$ cat src/rtl/core/mbpp_pkg.sv
// Shared types and constants for the Modbus request PDU parser.
// No dependencies; used by mbpp_step and modbus_request_pdu_parser.
`default_nettype none

package mbpp_pkg;

    typedef enum logic [2:0] {
        PH_FUNC = 3'd0,
        PH_ADDR = 3'd1,
        PH_QTY  = 3'd2,
        PH_SIZE = 3'd3,
        PH_DATA = 3'd4
    } t_phase;

    typedef enum logic [2:0] {
        ERR_NONE        = 3'd0,
        ERR_READ_BITS   = 3'd1,
        ERR_READ_REGS   = 3'd2,
        ERR_WRITE_COILS = 3'd3,
        ERR_WRITE_REGS  = 3'd4,
        ERR_REG_COUNT   = 3'd5,
        ERR_COIL_COUNT  = 3'd6,
        ERR_BAD_FUNC    = 3'd7
    } t_err;

    localparam logic [7:0] FC_READ_COILS     = 8'd1;
    localparam logic [7:0] FC_READ_DISCRETE  = 8'd2;
    localparam logic [7:0] FC_READ_HOLDING   = 8'd3;
    localparam logic [7:0] FC_READ_INPUT     = 8'd4;
    localparam logic [7:0] FC_WRITE_COIL     = 8'd5;
    localparam logic [7:0] FC_WRITE_REG      = 8'd6;
    localparam logic [7:0] FC_WRITE_COILS    = 8'd15;
    localparam logic [7:0] FC_WRITE_REGS     = 8'd16;

    localparam logic [1:0] CFG_MAX_READ_BITS   = 2'd0;
    localparam logic [1:0] CFG_MAX_READ_REGS   = 2'd1;
    localparam logic [1:0] CFG_MAX_WRITE_COILS = 2'd2;
    localparam logic [1:0] CFG_MAX_WRITE_REGS  = 2'd3;

    localparam logic [15:0] RST_MAX_READ_BITS   = 16'd2008;
    localparam logic [15:0] RST_MAX_READ_REGS   = 16'd123;
    localparam logic [15:0] RST_MAX_WRITE_COILS = 16'd2000;
    localparam logic [15:0] RST_MAX_WRITE_REGS  = 16'd120;

    typedef struct packed {
        logic [15:0] max_read_bits;
        logic [15:0] max_read_regs;
        logic [15:0] max_write_coils;
        logic [15:0] max_write_regs;
    } t_limits;

    typedef struct packed {
        t_phase      phase;
        logic        second_byte;
        logic [7:0]  func;
        logic [7:0]  high_byte;
        logic [15:0] start;
        logic [15:0] quantity;
        logic [7:0]  count;
        logic [7:0]  index;
    } t_state;

    typedef struct packed {
        logic [7:0]  func_code;
        logic [15:0] start_addr;
        logic [15:0] quantity;
        logic [7:0]  byte_count;
        logic        has_data;
        logic [7:0]  data_out;
        logic [7:0]  data_index;
        logic        last;
        t_err        error_code;
    } t_result;

    localparam t_state STATE_CLEAR = '{
        phase: PH_FUNC, second_byte: 1'b0, func: 8'd0, high_byte: 8'd0,
        start: 16'd0, quantity: 16'd0, count: 8'd0, index: 8'd0
    };

    function automatic logic is_read_bits(input logic [7:0] f);
        return (f == FC_READ_COILS) || (f == FC_READ_DISCRETE);
    endfunction

    function automatic logic is_read_regs(input logic [7:0] f);
        return (f == FC_READ_HOLDING) || (f == FC_READ_INPUT);
    endfunction

    function automatic logic is_single(input logic [7:0] f);
        return (f == FC_WRITE_COIL) || (f == FC_WRITE_REG);
    endfunction

    function automatic logic is_known(input logic [7:0] f);
        return is_read_bits(f) || is_read_regs(f) || is_single(f)
            || (f == FC_WRITE_COILS) || (f == FC_WRITE_REGS);
    endfunction

endpackage

`default_nettype wire

$ cat src/rtl/core/mbpp_step.sv
// Per-byte parsing logic: next frame state and the result an item causes.
// Purely combinational; depends on mbpp_pkg.
`default_nettype none

module mbpp_step (
    input  wire mbpp_pkg::t_state  i_state,
    input  wire mbpp_pkg::t_limits i_limits,
    input  wire logic [7:0]        i_byte,
    output mbpp_pkg::t_state       o_next,
    output logic                   o_res_valid,
    output mbpp_pkg::t_result      o_res
);

    logic [15:0] word;
    logic [16:0] need;
    logic        need_match;
    logic        data_fin;
    logic        qty_emit;
    mbpp_pkg::t_err qty_err;

    assign word = {i_state.high_byte, i_byte};

    // Required byte count: twice the register count, or coils rounded up to bytes.
    assign need = (i_state.func == mbpp_pkg::FC_WRITE_REGS)
                ? {i_state.quantity, 1'b0}
                : (({1'b0, i_state.quantity} + 17'd7) >> 3);
    assign need_match = ({9'd0, i_byte} == need);
    assign data_fin   = ({1'b0, i_state.index} + 9'd1) >= {1'b0, i_state.count};

    always_comb begin
        qty_err = mbpp_pkg::ERR_NONE;
        if (mbpp_pkg::is_read_bits(i_state.func) && word > i_limits.max_read_bits) begin
            qty_err = mbpp_pkg::ERR_READ_BITS;
        end else if (mbpp_pkg::is_read_regs(i_state.func)
                     && word > i_limits.max_read_regs) begin
            qty_err = mbpp_pkg::ERR_READ_REGS;
        end else if (i_state.func == mbpp_pkg::FC_WRITE_COILS
                     && word > i_limits.max_write_coils) begin
            qty_err = mbpp_pkg::ERR_WRITE_COILS;
        end else if (i_state.func == mbpp_pkg::FC_WRITE_REGS
                     && word > i_limits.max_write_regs) begin
            qty_err = mbpp_pkg::ERR_WRITE_REGS;
        end
    end

    assign qty_emit = (qty_err != mbpp_pkg::ERR_NONE)
                   || mbpp_pkg::is_read_bits(i_state.func)
                   || mbpp_pkg::is_read_regs(i_state.func);

    // Next state
    always_comb begin
        o_next = i_state;
        unique case (i_state.phase)
            mbpp_pkg::PH_ADDR: begin
                if (!i_state.second_byte) begin
                    o_next.high_byte   = i_byte;
                    o_next.second_byte = 1'b1;
                end else begin
                    o_next.second_byte = 1'b0;
                    o_next.start       = word;
                    if (mbpp_pkg::is_single(i_state.func)) begin
                        o_next.quantity = 16'd1;
                        o_next.count    = 8'd2;
                        o_next.index    = 8'd0;
                        o_next.phase    = mbpp_pkg::PH_DATA;
                    end else begin
                        o_next.phase = mbpp_pkg::PH_QTY;
                    end
                end
            end
            mbpp_pkg::PH_QTY: begin
                if (!i_state.second_byte) begin
                    o_next.high_byte   = i_byte;
                    o_next.second_byte = 1'b1;
                end else if (qty_emit) begin
                    o_next = mbpp_pkg::STATE_CLEAR;
                end else begin
                    o_next.second_byte = 1'b0;
                    o_next.quantity    = word;
                    o_next.index       = 8'd0;
                    o_next.phase       = mbpp_pkg::PH_SIZE;
                end
            end
            mbpp_pkg::PH_SIZE: begin
                if (!need_match || i_byte == 8'd0) begin
                    o_next = mbpp_pkg::STATE_CLEAR;
                end else begin
                    o_next.count = i_byte;
                    o_next.index = 8'd0;
                    o_next.phase = mbpp_pkg::PH_DATA;
                end
            end
            mbpp_pkg::PH_DATA: begin
                if (data_fin) begin
                    o_next = mbpp_pkg::STATE_CLEAR;
                end else begin
                    o_next.index = i_state.index + 8'd1;
                end
            end
            default: begin
                // Awaiting a function code; unused encodings land here too.
                o_next = mbpp_pkg::STATE_CLEAR;
                if (mbpp_pkg::is_known(i_byte)) begin
                    o_next.func  = i_byte;
                    o_next.phase = mbpp_pkg::PH_ADDR;
                end
            end
        endcase
    end

    // Result
    always_comb begin
        o_res_valid       = 1'b0;
        o_res.func_code   = i_state.func;
        o_res.start_addr  = i_state.start;
        o_res.quantity    = i_state.quantity;
        o_res.byte_count  = 8'd0;
        o_res.has_data    = 1'b0;
        o_res.data_out    = 8'd0;
        o_res.data_index  = 8'd0;
        o_res.last        = 1'b1;
        o_res.error_code  = mbpp_pkg::ERR_NONE;
        unique case (i_state.phase)
            mbpp_pkg::PH_ADDR: begin
                o_res_valid = 1'b0;
            end
            mbpp_pkg::PH_QTY: begin
                o_res_valid      = i_state.second_byte && qty_emit;
                o_res.quantity   = word;
                o_res.error_code = qty_err;
            end
            mbpp_pkg::PH_SIZE: begin
                o_res_valid = !need_match || i_byte == 8'd0;
                if (!need_match) begin
                    o_res.byte_count = i_byte;
                    o_res.error_code = (i_state.func == mbpp_pkg::FC_WRITE_REGS)
                                     ? mbpp_pkg::ERR_REG_COUNT
                                     : mbpp_pkg::ERR_COIL_COUNT;
                end
            end
            mbpp_pkg::PH_DATA: begin
                o_res_valid      = 1'b1;
                o_res.byte_count = i_state.count;
                o_res.has_data   = 1'b1;
                o_res.data_out   = i_byte;
                o_res.data_index = i_state.index;
                o_res.last       = data_fin;
            end
            default: begin
                // An unknown code reports itself with an otherwise cleared frame.
                o_res_valid      = !mbpp_pkg::is_known(i_byte);
                o_res.func_code  = i_byte;
                o_res.start_addr = 16'd0;
                o_res.quantity   = 16'd0;
                o_res.error_code = mbpp_pkg::ERR_BAD_FUNC;
            end
        endcase
    end

endmodule

`default_nettype wire

$ cat src/rtl/core/modbus_request_pdu_parser.sv
// Top level of the Modbus request PDU parser: frame state, limit registers
// and the output register. Depends on mbpp_pkg and mbpp_step.
//
//  Channel   Direction  Payload
//  s_axis    in         tdata[7:0] = data_byte
//  m_axis    out        tdata = header fields and data byte, tuser = has_data,
//                       tlast = last (frame complete)
//  cfg       in         i_cfg_we, i_cfg_idx selects a limit, i_cfg_data value
//
// One byte is taken every cycle unless stalled; any result appears in the output
// register on the next cycle. The single output register sets the rate: a new
// byte is taken whenever that register is empty or being read in the same cycle.
// A stalled output holds its result and stops further bytes until it is taken.
// Reset (synchronous, active low) clears the frame state and restores the limits.
`default_nettype none

module modbus_request_pdu_parser (
    input  wire logic        i_clk,
    input  wire logic        i_rst_n,
    input  wire logic        i_s_axis_tvalid,
    output logic             o_s_axis_tready,
    input  wire logic [7:0]  i_s_axis_tdata,   // [7:0] data_byte
    output logic             o_m_axis_tvalid,
    input  wire logic        i_m_axis_tready,
    // [7:0] func_code, [23:8] start_addr, [39:24] quantity, [47:40] byte_count,
    // [55:48] data_out, [63:56] data_index, [66:64] error_code, [71:67] zero
    output logic [71:0]      o_m_axis_tdata,
    output logic             o_m_axis_tuser,   // [0] has_data
    output logic             o_m_axis_tlast,
    input  wire logic        i_cfg_we,
    input  wire logic [1:0]  i_cfg_idx,
    input  wire logic [15:0] i_cfg_data
);

    mbpp_pkg::t_state  r_state;
    mbpp_pkg::t_state  n_state;
    mbpp_pkg::t_limits r_lim;
    mbpp_pkg::t_result r_out;
    mbpp_pkg::t_result n_out;
    logic              r_out_valid;
    logic              n_res_valid;
    logic              accept;

    assign o_s_axis_tready = !r_out_valid || i_m_axis_tready;
    assign accept          = i_s_axis_tvalid && o_s_axis_tready;

    mbpp_step u_step (
        .i_state     (r_state),
        .i_limits    (r_lim),
        .i_byte      (i_s_axis_tdata),
        .o_next      (n_state),
        .o_res_valid (n_res_valid),
        .o_res       (n_out)
    );

    always_ff @(posedge i_clk) begin
        if (!i_rst_n) begin
            r_state     <= mbpp_pkg::STATE_CLEAR;
            r_out_valid <= 1'b0;
        end else begin
            if (accept) begin
                r_state <= n_state;
            end
            if (accept && n_res_valid) begin
                r_out_valid <= 1'b1;
            end else if (i_m_axis_tready) begin
                r_out_valid <= 1'b0;
            end
        end
    end

    always_ff @(posedge i_clk) begin
        if (accept && n_res_valid) begin
            r_out <= n_out;
        end
    end

    always_ff @(posedge i_clk) begin
        if (!i_rst_n) begin
            r_lim.max_read_bits   <= mbpp_pkg::RST_MAX_READ_BITS;
            r_lim.max_read_regs   <= mbpp_pkg::RST_MAX_READ_REGS;
            r_lim.max_write_coils <= mbpp_pkg::RST_MAX_WRITE_COILS;
            r_lim.max_write_regs  <= mbpp_pkg::RST_MAX_WRITE_REGS;
        end else if (i_cfg_we) begin
            unique case (i_cfg_idx)
                mbpp_pkg::CFG_MAX_READ_BITS:   r_lim.max_read_bits   <= i_cfg_data;
                mbpp_pkg::CFG_MAX_READ_REGS:   r_lim.max_read_regs   <= i_cfg_data;
                mbpp_pkg::CFG_MAX_WRITE_COILS: r_lim.max_write_coils <= i_cfg_data;
                mbpp_pkg::CFG_MAX_WRITE_REGS:  r_lim.max_write_regs  <= i_cfg_data;
                default:                       r_lim                 <= r_lim;
            endcase
        end
    end

    assign o_m_axis_tvalid = r_out_valid;
    assign o_m_axis_tdata  = {5'd0, r_out.error_code, r_out.data_index, r_out.data_out,
                              r_out.byte_count, r_out.quantity, r_out.start_addr,
                              r_out.func_code};
    assign o_m_axis_tuser  = r_out.has_data;
    assign o_m_axis_tlast  = r_out.last;

endmodule

`default_nettype wire
$ cat config.mk
export PLATFORM = sky130hd
export DESIGN_NAME = modbus_request_pdu_parser
export DESIGN_NICKNAME = d
export VERILOG_FILES = /design/src/rtl/core/mbpp_pkg.sv /design/src/rtl/core/mbpp_step.sv /design/src/rtl/core/modbus_request_pdu_parser.sv
export SDC_FILE = /design/constraint.sdc
export NUM_CORES = 1
export LEC_CHECK = 0
export BUFFER_PORTS_ARGS = -buffer_cell sky130_fd_sc_hd__clkbuf_2
export CAP_MARGIN = 20
export CORE_MARGIN = 5
export CORE_UTILIZATION = 64
export CTS_CLUSTER_DIAMETER = 40
export DETAILED_ROUTE_END_ITERATION = 16
export PLACE_DENSITY = 0.89
export SYNTH_ARGS = -nofsm -noshare
export SYNTH_HDL_FRONTEND = slang
export SYNTH_SLANG_ARGS = --single-unit
$ cat constraint.sdc
create_clock -name i_clk -period 14.6 [get_ports i_clk]
set_input_delay 2.92 -clock i_clk [delete_from_list [all_inputs] [get_ports i_clk]]
set_output_delay 2.92 -clock i_clk [all_outputs]
set_load 0.01 [all_outputs]
* After elaboration in Yosys (flattened, before gate mapping)
Cells that the tools add are included.
Storage, ports and cells: bits of input ports 31, word-level logic and storage cells 147, register bits after elaboration 202, output and inout port bits 76
Cells by class: bitwise logic cells 1, $lt $le $gt $ge 5, reduce and logical (&&, ||, !) cells 43, eq/ne operators 32, multiplexer cells 41, $add $sub $neg 3
Operators by type and width (count):
- 56-bit case mux with 4 select lines | 1
- 48-bit two-way mux | 2
- 16-bit > comparator | 4
- 32-bit two-way mux | 2
- 60-bit two-way mux | 1
- 8-bit two-way mux | 7
- 49-bit two-way mux | 1
- 8-bit by 3-bit == test with 1-bit output (second input constant) | 6
- 8-bit by 2-bit == test with 1-bit output (second input constant) | 4
- 16-bit two-way mux | 2
- 16-bit case mux with 2 select lines | 1
- 8-bit case mux with 4 select lines | 1
- 3-bit two-way mux | 10
- 24-bit two-way mux | 1
- 6-bit AND reduction | 4
- 18-bit two-way mux | 1
- 16-bit by 3-bit adder with 17-bit output (second input constant) | 1
- 8-bit by 17-bit == test with 1-bit output | 1
- 17-bit two-way mux | 1
- 8-bit by 1-bit == test with 1-bit output (second input constant) | 2
- 8-bit by 4-bit == test with 1-bit output (second input constant) | 2
- 8-bit by 5-bit == test with 1-bit output (second input constant) | 2
- 4-bit case mux with 4 select lines | 1
- 8-bit case mux with 2 select lines | 1
- 30 further kinds | 66

* Depth between registers and ports, before layout
depth in word-level cells 13, depth in mapped cells 15, depth with buffers taken out 13

* Modules after synthesis
From an unflattened synthesis, not the netlist that was laid out.
Second synthesis, totals: cell total of the unflattened synthesis 1224, area, all modules 11275.8 µm²
By module, submodules not included:
- modbus_request_pdu_parser | seq. area each 4734.5 µm², times used 1, cells an instance 614, area each 7076.8 µm²
- mbpp_step | seq. area each 0.0 µm², times used 1, cells an instance 610, area each 4199.0 µm²

* Least setup slack after synthesis
No wires, ideal clock.
path kind in2reg, from input i_s_axis_tdata[0], to register r_out, in the netlist o_m_axis_tdata[0] (enable), setup slack 6.264 ns, stages on the path 12, arrival time 7.817 ns, buffers on the path 1, cells stage by stage clkbuf_1 -> inv_1 -> ha_1 -> nor2b_1 -> o211ai_1 -> a21oi_1 -> o31ai_1 -> a211oi_1 -> nor2_1 -> nand3_1 -> a31oi_1 -> a21oi_1
On the way: longest elaborated chain between the ends 12, elaborated cells on any way between the ends 38, those cells by class order compare: 4; eq/ne: 9; mux: 5; reduce/logical: 20
RTL lines:
- start, declared | line modbus_request_pdu_parser.sv:22 | input wire logic [7:0] i_s_axis_tdata,
- 16-bit > comparator | line mbpp_step.sv:41 | && word > i_limits.max_write_regs) begin
- 1-bit logical AND | line mbpp_step.sv:41
- 3-bit two-way mux | line mbpp_step.sv:40 | end else if (i_state.func == mbpp_pkg::FC_WRITE_REGS
- 3-bit two-way mux | line mbpp_step.sv:37 | end else if (i_state.func == mbpp_pkg::FC_WRITE_COILS
- 3-bit two-way mux | line mbpp_step.sv:34 | end else if (mbpp_pkg::is_read_regs(i_state.func)
- 3-bit two-way mux | line mbpp_step.sv:32 | if (mbpp_pkg::is_read_bits(i_state.func) && word > i_limits.max_read_bits) begin
- 3-bit nonzero test | line mbpp_step.sv:46 | assign qty_emit = (qty_err != mbpp_pkg::ERR_NONE)
- 1-bit logical OR | line mbpp_step.sv:47 | || mbpp_pkg::is_read_bits(i_state.func)
- 1-bit logical OR | line mbpp_step.sv:48 | || mbpp_pkg::is_read_regs(i_state.func);
- 1-bit logical AND | line mbpp_step.sv:128 | o_res_valid = i_state.second_byte && qty_emit;
- 1-bit case mux with 4 select lines (*) | line mbpp_step.sv:123 | unique case (i_state.phase)
- 1-bit logical AND (*) | line modbus_request_pdu_parser.sv:73 | if (accept && n_res_valid) begin
- end signal, assigned | line modbus_request_pdu_parser.sv:74 | r_out <= n_out;
- end, declared | line modbus_request_pdu_parser.sv:38 | mbpp_pkg::t_result r_out;
Every way passes the cells marked *; elsewhere a longest branch is shown, timed or not. A chain may end at the register's enable or synchronous reset.

* Worst setup path after layout
from input i_m_axis_tready, to output o_s_axis_tready
On the way: longest elaborated chain between the ends 1
RTL lines:
- start, declared | line modbus_request_pdu_parser.sv:24 | input wire logic i_m_axis_tready,
- 1-bit logical OR | line modbus_request_pdu_parser.sv:44 | assign o_s_axis_tready = !r_out_valid || i_m_axis_tready;
- end, declared | line modbus_request_pdu_parser.sv:21 | output logic o_s_axis_tready,
Every way passes these cells.

==> flow_summary.yaml <==
status:
  status: "completed"
sta:
  finalSetupTns_ps: 0
  fmax_ghz: 0.161
  slew_viol_final: 0
  final.min_clock_period_ps: 6230
  finalHoldViolations: 0
  timing.hold.ws_ps: 455
  relSlewSlack: 0.297
  finClkSkew_ps: 16.7
  fin_crit_sh: 0.427
  tightest_slew_ps: 1050
  setup_viol: 0
  rsz0062_at_grt: "no"
finish:
  final_common_cell: "nand2_1"
  final_core_util: 0.745
  stdcell_count: 1437
  drive_gt1_frac: 0.160
  layout_common_cells: "nand2_1, dfxtp_1, clkbuf_2"
  final_nets: 1304
  area_delta_synth_final_pct: 14.5
  antenna_cells: 0
run:
  maxCapViolCount: 0
floorplanning:
  die_area_um2: 18800
  ios: 107
  fp-row-count: 46
  core-area_um2: 15900
  start_util: 0.650
  die_w_um: 137
  die_h_um: 137
critical_path:
  cp_data_required_time_ps: 11680
  r2r-end: "r_state[21]"
  crit_type: "input pin to output port"
  cp-start-kind: "input pin"
  crit_arrival_ps: 3310
  startpoint: "i_m_axis_tready"
  end_kind: "output port"
  r2r_cells: 13
  reg2reg_from: "r_state[0]"
  reg2reg_setup_slack_ps: 10720
  crit_fanout: 4
drt:
  vias: 8830
  wl_per_cell_um: 18.6
  routed_via_density: 6.14
  wl_um: 26800
  drt-initial-drc-count: 1088
  drtAntennaViolNets: 0
  drcViolationCount: 0
  firstDrtPassIters: 6
placed_design:
  gp_congestion: 0.908
  dp.cells: 1387
  dp_hpwl_um: 17800
  portBuffers: 101
clocking:
  cts_root_buffer: "clkbuf_16"
  ctsHtreeMaxLevel: 1
  clock_latency_ps: 530
  postCtsHoldBufs: 0
  cts_resized: 0
  numCtsBuffers: 27
  clock-sinks: 202
  cts_tree: "done"
  postCtsSetupBuffers: 0
  clk_path_buf_depth: 3
  path_clk_slew_ps: 60
synth:
  syn-cell-area_um2: 10300
  async_flop_share: 0
  ys.flop_type: "dfxtp_1"
  yosysSeqAreaShare: 0.458
  synth_edf_count: 69
  synth.distinct_cells: 72
  synth_area_per_cell_um2: 9.17
  syn_inst: 1127
  ys_seq_elements: 202
  yosysWarnings: 0
global_routing:
  grt_pass1_wl_um: 42700
  overflow: 0
  antenna_found_initial: 0
  grt_usage: 0.283
  grt_max_degree: 68
  grt_pass1_vias: 8206
hold_path:
  min_from: "r_lim[29]"
  hold_path_end: "r_lim[29]"
  whs_path_depth: 2
  hp-class: "flop to flop"
power_and_ir_drop:
  ir_drop_v: 0.0000998
  pwr_density_cell_nw_per_um2: 129
  leakagePower_uw: 0.00491
[cell usage after synthesis (18+ instances only)]
| cell type | instances | area, µm² |
|---|---|---|
| nor2_1 | 50 | 188 |
| a22o_1 | 23 | 201 |
| dfxtp_1 | 133 | 2660 |
| edfxtp_1 | 69 | 2070 |
| o21ai_0 | 42 | 210 |
| inv_1 | 76 | 285 |
| nand2_1 | 174 | 653 |
| and3_1 | 23 | 144 |
| o211ai_1 | 26 | 195 |
| clkbuf_1 | 54 | 203 |
| ha_1 | 73 | 913 |
| nand3_1 | 36 | 180 |
| a21o_1 | 18 | 135 |
| a21oi_1 | 94 | 470 |
| nand4_1 | 18 | 113 |
[worst max-delay path by stage]
stage,endpoint,slack [ps],cells past startpoint
6_report,o_s_axis_tready,8370,3
5_1_grt,o_s_axis_tready,8340,3
4_1_cts,o_s_axis_tready,8370,3
3_5_place_dp,o_m_axis_tdata[10],8370,10
3_3_place_gp,o_s_axis_tready,8370,3
2_1_floorplan,o_m_axis_tdata[0],6260,12
[final cells by class]
type	count	area, µm²
fill	1066	4060
sequential	202	4730
multi-input combinational	781	5030
inverter	76	285
tap	216	270
timing repair buffer	112	588
clock buffer	31	701
clock inverter	19	223
[where the power goes]
group	total, µW	internal [µW]	leakage [µW]	switching, µW
Clock	667	406	0.000445	261
Sequential	642	623	0.00176	19.5
Combinational	215	71.8	0.00270	143
[stage by stage]
stage	power, µW	instance area [µm²]	worst slack (ps)
CTS	1520	11800	8370
finish	1520	11800	8370
floorplan	792	10300	6260
global placement	856	10900	8370
global route	1580	11800	8340
detailed placement	862	10900	8370
[routing by layer]
metal,up-vias,track usage,wire [µm]
li1,4115,-,-
met1,4140,0.375,10900
met2,488,0.459,12200
met3,87,0.0456,2500
met4,0,0.126,1180
met5,-,0,0
[critical path: stages]
cell      delay, ps
clkbuf_2         70
nand2b_1        170
clkbuf_2        150
[cell families after synthesis]
kind of cell / count (synthesis) / synth area share
buf+inv: 148 / 0.0599
other cells: 1 / 0.000363
simple gates: 387 / 0.183
flops: 202 / 0.458
mux: 25 / 0.0256
xor+xnor: 24 / 0.0203
fa+ha+maj: 74 / 0.0894
compound gates: 266 / 0.163
[flip-flops by register name (all words and copies together), names as in the netlist]
signal           flops
o_m_axis_tuser       1
r_lim               64
r_state             68
o_m_axis_tvalid      1
o_m_axis_tdata      67
o_m_axis_tlast       1
(Power assumes the default switching activity.)
